<file path="src/rtl/core/tlbm_pkg.sv">
// Shared types, field widths and codes for the paging MMU block.
// Used by tlbm_ctrl, tlbm_dp and the top level under rtl/core; depends on nothing.
package tlbm_pkg;

  // default sizes, handed down by the top level parameters
  localparam int PROCESSES_D   = 4;
  localparam int PAGES_D       = 64;
  localparam int FRAMES_D      = 64;
  localparam int TLB_ENTRIES_D = 8;

  // fixed field widths
  localparam int SLOT_W   = 2;
  localparam int PAGE_W   = 6;
  localparam int LIMIT_W  = 7;
  localparam int STATUS_W = 3;
  localparam int FRAME_W  = 6;
  localparam int FCNT_W   = 7;
  localparam int TSIZE_W  = 4;
  localparam int STAMP_W  = 32;
  localparam int CFG_W    = 7;

  // result status codes
  localparam logic [STATUS_W-1:0] ST_TLB_HIT = 3'd0;
  localparam logic [STATUS_W-1:0] ST_PT_HIT  = 3'd1;
  localparam logic [STATUS_W-1:0] ST_FAULT   = 3'd2;
  localparam logic [STATUS_W-1:0] ST_INVALID = 3'd3;
  localparam logic [STATUS_W-1:0] ST_TERM    = 3'd4;

  // configuration register indexes
  localparam logic CFG_FRAME_COUNT = 1'b0;
  localparam logic CFG_TLB_SIZE    = 1'b1;

  // datapath operations issued by the controller
  typedef enum logic [3:0] {
    OP_NONE, OP_LOAD, OP_DECODE, OP_PTRD, OP_FREE, OP_LRU, OP_LRUE,
    OP_VRD, OP_TINS, OP_TAGE, OP_TWR, OP_REL, OP_OUT
  } op_t;

  // outcome of the decode step
  typedef enum logic [1:0] {K_DONE, K_REL, K_PTRD, K_FAULT} kind_t;

  typedef struct packed {
    op_t  op;
    logic cnt_clr;
    logic cnt_inc;
  } dp_cmd_t;

  typedef struct packed {
    kind_t kind;
    logic  free_end;
    logic  free_hit;
    logic  lru_end;
    logic  lru_found;
    logic  tlb_none;
    logic  tlb_inv;
    logic  tage_last;
    logic  rel_last;
    logic  out_free;
  } dp_stat_t;

endpackage

</file>
<file path="src/rtl/core/tlbm_ctrl.sv">
// Sequencer for the paging MMU: walks decode, scans, TLB insert and release.
// Depends on tlbm_pkg; drives tlbm_dp through command and status structs.
module tlbm_ctrl (
  input  logic              clk,
  input  logic              rst_n,
  input  logic              in_tvalid,
  output logic              in_tready,
  input  tlbm_pkg::dp_stat_t st,
  output tlbm_pkg::dp_cmd_t  cmd
);
  import tlbm_pkg::*;

  typedef enum logic [3:0] {
    S_IDLE, S_DEC, S_PTRD, S_FREE, S_LRU, S_LRUE, S_VRD,
    S_TINS, S_TAGE, S_TWR, S_REL, S_DONE
  } state_t;

  state_t state_r, state_nxt;

  assign in_tready = (state_r == S_IDLE);

  // next state and command
  always_comb begin
    state_nxt   = state_r;
    cmd.op      = OP_NONE;
    cmd.cnt_clr = 1'b0;
    cmd.cnt_inc = 1'b0;
    unique case (state_r)
      S_IDLE: begin
        if (in_tvalid) begin
          cmd.op    = OP_LOAD;
          state_nxt = S_DEC;
        end
      end
      S_DEC: begin
        cmd.op      = OP_DECODE;
        cmd.cnt_clr = 1'b1;
        unique case (st.kind)
          K_DONE:  state_nxt = S_DONE;
          K_REL:   state_nxt = S_REL;
          K_PTRD:  state_nxt = S_PTRD;
          K_FAULT: state_nxt = S_FREE;
          default: state_nxt = S_DONE;
        endcase
      end
      S_PTRD: begin
        cmd.op    = OP_PTRD;
        state_nxt = S_TINS;
      end
      S_FREE: begin
        cmd.op = OP_FREE;
        priority if (st.free_end) begin
          cmd.cnt_clr = 1'b1;
          state_nxt   = S_LRU;
        end else if (st.free_hit) begin
          state_nxt = S_TINS;
        end else begin
          cmd.cnt_inc = 1'b1;
        end
      end
      S_LRU: begin
        cmd.op      = OP_LRU;
        cmd.cnt_inc = 1'b1;
        if (st.lru_end) state_nxt = S_LRUE;
      end
      S_LRUE: begin
        cmd.op    = OP_LRUE;
        state_nxt = st.lru_found ? S_VRD : S_DONE;
      end
      S_VRD: begin
        cmd.op    = OP_VRD;
        state_nxt = S_TINS;
      end
      S_TINS: begin
        cmd.op      = OP_TINS;
        cmd.cnt_clr = 1'b1;
        state_nxt   = (st.tlb_none || st.tlb_inv) ? S_DONE : S_TAGE;
      end
      S_TAGE: begin
        cmd.op      = OP_TAGE;
        cmd.cnt_inc = 1'b1;
        if (st.tage_last) state_nxt = S_TWR;
      end
      S_TWR: begin
        cmd.op    = OP_TWR;
        state_nxt = S_DONE;
      end
      S_REL: begin
        cmd.op      = OP_REL;
        cmd.cnt_inc = 1'b1;
        if (st.rel_last) state_nxt = S_DONE;
      end
      S_DONE: begin
        if (st.out_free) begin
          cmd.op    = OP_OUT;
          state_nxt = S_IDLE;
        end
      end
      default: state_nxt = S_IDLE;
    endcase
  end

  // hold state
  always_ff @(posedge clk) begin
    if (!rst_n) begin
      state_r <= S_IDLE;
    end else begin
      state_r <= state_nxt;
    end
  end

endmodule

</file>
<file path="config.mk">
export PLATFORM = sky130hd
export DESIGN_NAME = tlbm_ctrl
export DESIGN_NICKNAME = d
export VERILOG_FILES = /design/src/rtl/core/tlbm_pkg.sv /design/src/rtl/core/tlbm_ctrl.sv
export SDC_FILE = /design/constraint.sdc
export NUM_CORES = 1
export LEC_CHECK = 0
export ABC_AREA = 1
export BUFFER_PORTS_ARGS = -buffer_cell sky130_fd_sc_hd__buf_2
export CELL_PAD_IN_SITES_DETAIL_PLACEMENT = 1
export CELL_PAD_IN_SITES_GLOBAL_PLACEMENT = 1
export CORE_MARGIN = 4
export CORE_UTILIZATION = 31
export CTS_CLUSTER_SIZE = 14
export DETAILED_ROUTE_END_ITERATION = 16
export GPL_TIMING_DRIVEN = 0
export PLACE_DENSITY = 0.76
export SYNTH_ARGS = -nofsm -noshare
export SYNTH_HDL_FRONTEND = slang
export SYNTH_SLANG_ARGS = --single-unit
</file>
<file path="constraint.sdc">
create_clock -name clk -period 1.35 [get_ports clk]
set_clock_uncertainty 0.05 [all_clocks]
set_input_delay 0.135 -clock clk [delete_from_list [all_inputs] [get_ports clk]]
set_output_delay 0.135 -clock clk [all_outputs]
set_load 0.02 [all_outputs]
</file>
==> metrics.md <==
| Metric | Value |
|---|---|
| Status | `complete, but fails checks` |
| Failing checks | `negative setup slack` |
| First-pass GRT wire length | `3456 um` |
| Routability Congestion | `0.7722` |
| CP peak stage delay | `0.37 ns` |
| Port bufs | `20` |
| Clk root buf | `clkbuf_4` |
| Placed inst area | `694.4 um2` |
| Gate power share | `78.9%` |
| Switching Power | `1344 uW` |
| Clock power share | `6.1%` |
| CP dominant cell by count | `buf_4` |
| TNS Setup | `-1.078 ns` |
| Tcrit/Tclk final | `113.0%` |
| Max Slew Vio Count | `0` |
| H-tree levels | `1` |
| Final setup vio count | `11` |
| Fin area | `985.9 um2` |
| Avg Cell Area, Syn | `5.927 um2` |
| Yosys warning total | `0` |
| Die X | `50.62 um` |
| Core ar. | `1727 um2` |
| Final setup margin | `-0.1761 ns` |
| Placement Setup Slack | `-0.1004 ns` |
| Arrival @ worst endpoint | `1.34 ns` |
| DRC viols | `0` |
| Syn Nets | `111` |
| # hold bufs at CTS | `0` |
| Crit path time final | `1.526 ns` |
| Cell Chain, Critical Path | `buf_4 -> nand2_4 -> nor2_4 -> a31oi_1 -> o21ai_1 -> buf_4` |
| Clk pin slew, worst setup/hold paths | `0.04 ns` |
| Leakage | `0.0004981 uW` |
| Worst Setup End Kind | `primary output` |
| Area of the die | `2562 um2` |
| Critical path launch point type | `register` |
| Crit Path Class | `register to primary output` |
| Sequential share of the synthesized area | `14.22%` |
| Grt ovf | `0` |
| Deepest clock path buffer count | `2` |
| Worst skew pair latency | `0.24 ns` |
| TritonCTS clock tree | `done` |
| Routed vias/inst | `5.083` |
| I/O pin count | `21` |
| Pwr/cell area | `2535 nW/um2` |
| Largest regs | `state_r: 4 flops` |
| Fin util | `57.10%` |
| Worst Tran Pin Value | `0.2577 ns` |
| Total power | `2499 uW` |
| All-Layer GR Usage | `17.76%` |
| Cell variety after synth | `21` |
| Peak supply drop | `1.053 mV` |
| WL final | `2865 um` |
| Die Y-Extent | `50.62 um` |
| FF+latch count, synth | `4` |
| Worst relative slew slack | `82.78%` |
| 1st-iter DRT viols | `14` |
| Share of layout cells above drive strength 1 | `60.31%` |
| Detailed placement HPWL | `1492 um` |
| Fmax | `0.6553 GHz` |
| Final nets | `149` |
| P&R area growth vs syn | `75.11%` |
| Initial antenna violation count | `0` |
| Internal power | `1155 uW` |
| Pin count of the biggest net entering global routing | `9` |
| Number of flip-flops in the largest register | `4` |
| CP max-delay cell | `dfxtp_4` |
| Max cap viols | `0` |
| Row cnt | `15` |
| Hold crit path type | `primary input to register` |
| Worst Path Required | `1.16 ns` |
| Final antenna-violating net count | `0` |
| Post-Syn Instances | `95` |
| Routed len/inst | `18.37 um` |
| Routed vias | `793` |
| TritonCTS Buffers | `3` |
| Max FO, Critical Path | `5` |
| Starting Density | `32.61%` |
| DRT Pass-1 Iters | `4` |
| Vias in the first global route | `769` |
| Post-synthesis cell area | `563.0 um2` |
| Unrepaired setup endpoints after global routing | `yes` |
| Ant. Diodes | `0` |
| Switching share of power | `53.80%` |
| Sequential share of power | `15.1%` |
| Fin. Hold Viols | `0` |
| Largest reg by FF count | `state_r` |
| CTS Sinks | `4` |
-- routing by layer --
metal  global-route usage [%]  vias to the layer above  part of all wire (%)
met5                        0                        -                     0
met4                    5.830                        0                   1.1
met3                    4.154                        4                   3.4
met2                    31.30                       31                    51
met1                    20.88                      384                    44
li1                         -                      374                     -
-- cells in the mapped netlist, drive strengths merged --
| cell type | instances | share of area, % |
|---|---|---|
| nor2 | 12 | 13 |
| nand2 | 22 | 16 |
| nor3 | 1 | 0.89 |
| a31oi | 1 | 1.1 |
| o21ai | 2 | 1.8 |
| nand4 | 1 | 1.1 |
| o211ai | 3 | 4.0 |
| buf | 2 | 2.7 |
| nand3b | 3 | 4.0 |
| a21oi | 5 | 5.1 |
| a311oi | 1 | 1.6 |
| nand3 | 14 | 16 |
| ha | 2 | 4.4 |
| inv | 22 | 15 |
| dfxtp | 4 | 14 |
-- worst max-delay path: cells and delay by family (launching register included) --
| kind | cells | cell delay (ns) |
|---|---|---|
| flops | 1 | 0.37 |
| buf+inv | 2 | 0.31 |
| compound gates | 2 | 0.29 |
| simple gates | 2 | 0.11 |
-- metrics by stage --
| step | hold WS [ns] | std cells |
|---|---|---|
| floorplan | 0.2466 | 95 |
| global placement | 0.3507 | 140 |
| detailed placement | 0.3885 | 140 |
| CTS | 0.1625 | 149 |
| global route | 0.2038 | 156 |
| finish | 0.1852 | 156 |
-- what timing repair did --
action,4_1_cts,5_1_grt
resized for setup,24,28
pin swaps,7,12
buffers inserted,6,9
setup endpoints to repair,11,11
-- area by class of cell --
class / instances / area [um2]
fillers: 227 / 740.7
multi-input cells: 67 / 490.5
repair buffers: 35 / 250.2
inverters: 22 / 96.34
flip-flops and latches: 4 / 95.09
well taps: 25 / 31.28
clock buffers: 3 / 22.52
-- power by group through the flow --
| stage | Combinational [uW] | Sequential (uW) | Clock [uW] |
|---|---|---|---|
| finish | 1970 | 377 | 152 |
| global route | 2070 | 386 | 168 |
| CTS | 1530 | 244 | 152 |
| detailed placement | 1290 | 223 | 0 |
| global placement | 1250 | 221 | 0 |
| floorplan | 946 | 213 | 0 |
-- layout by cell type, fill, tap and decap left out, types with 4 or more instances in the layout --
cell,count
buf_4,19
inv_1,15
nand2_1,14
buf_2,13
nand3_1,7
nor2_4,6
nand2_2,6
nand3_2,6
a21oi_2,5
inv_2,4
nor2_1,4
dfxtp_4,4
-- cell families (layout without fill, tap and decap cells) --
family | count (synthesis) | after routing | share of synthesized area (%)
and+or+nand+nor | 53 | 53 | 50.44
buffers and inverters | 24 | 60 | 17.33
AOI/OAI and AO/OA | 12 | 12 | 13.56
DFF | 4 | 4 | 14.22
adders and majority gates | 2 | 2 | 4.444
-- final timing paths --
| check | to | start | cells after the start | slack [ns] |
|---|---|---|---|---|
| worst max-delay path | cmd[1] | state_r[2] | 6 | -0.18 |
| worst min-delay path | state_r[3] | rst_n | 3 | 0.19 |
| worst max register to register | state_r[1] | state_r[3] | 8 | -0.13 |
| worst min register to register | state_r[0] | state_r[0] | 2 | 0.55 |
No activity file was read; power rests on OpenSTA's default activity.
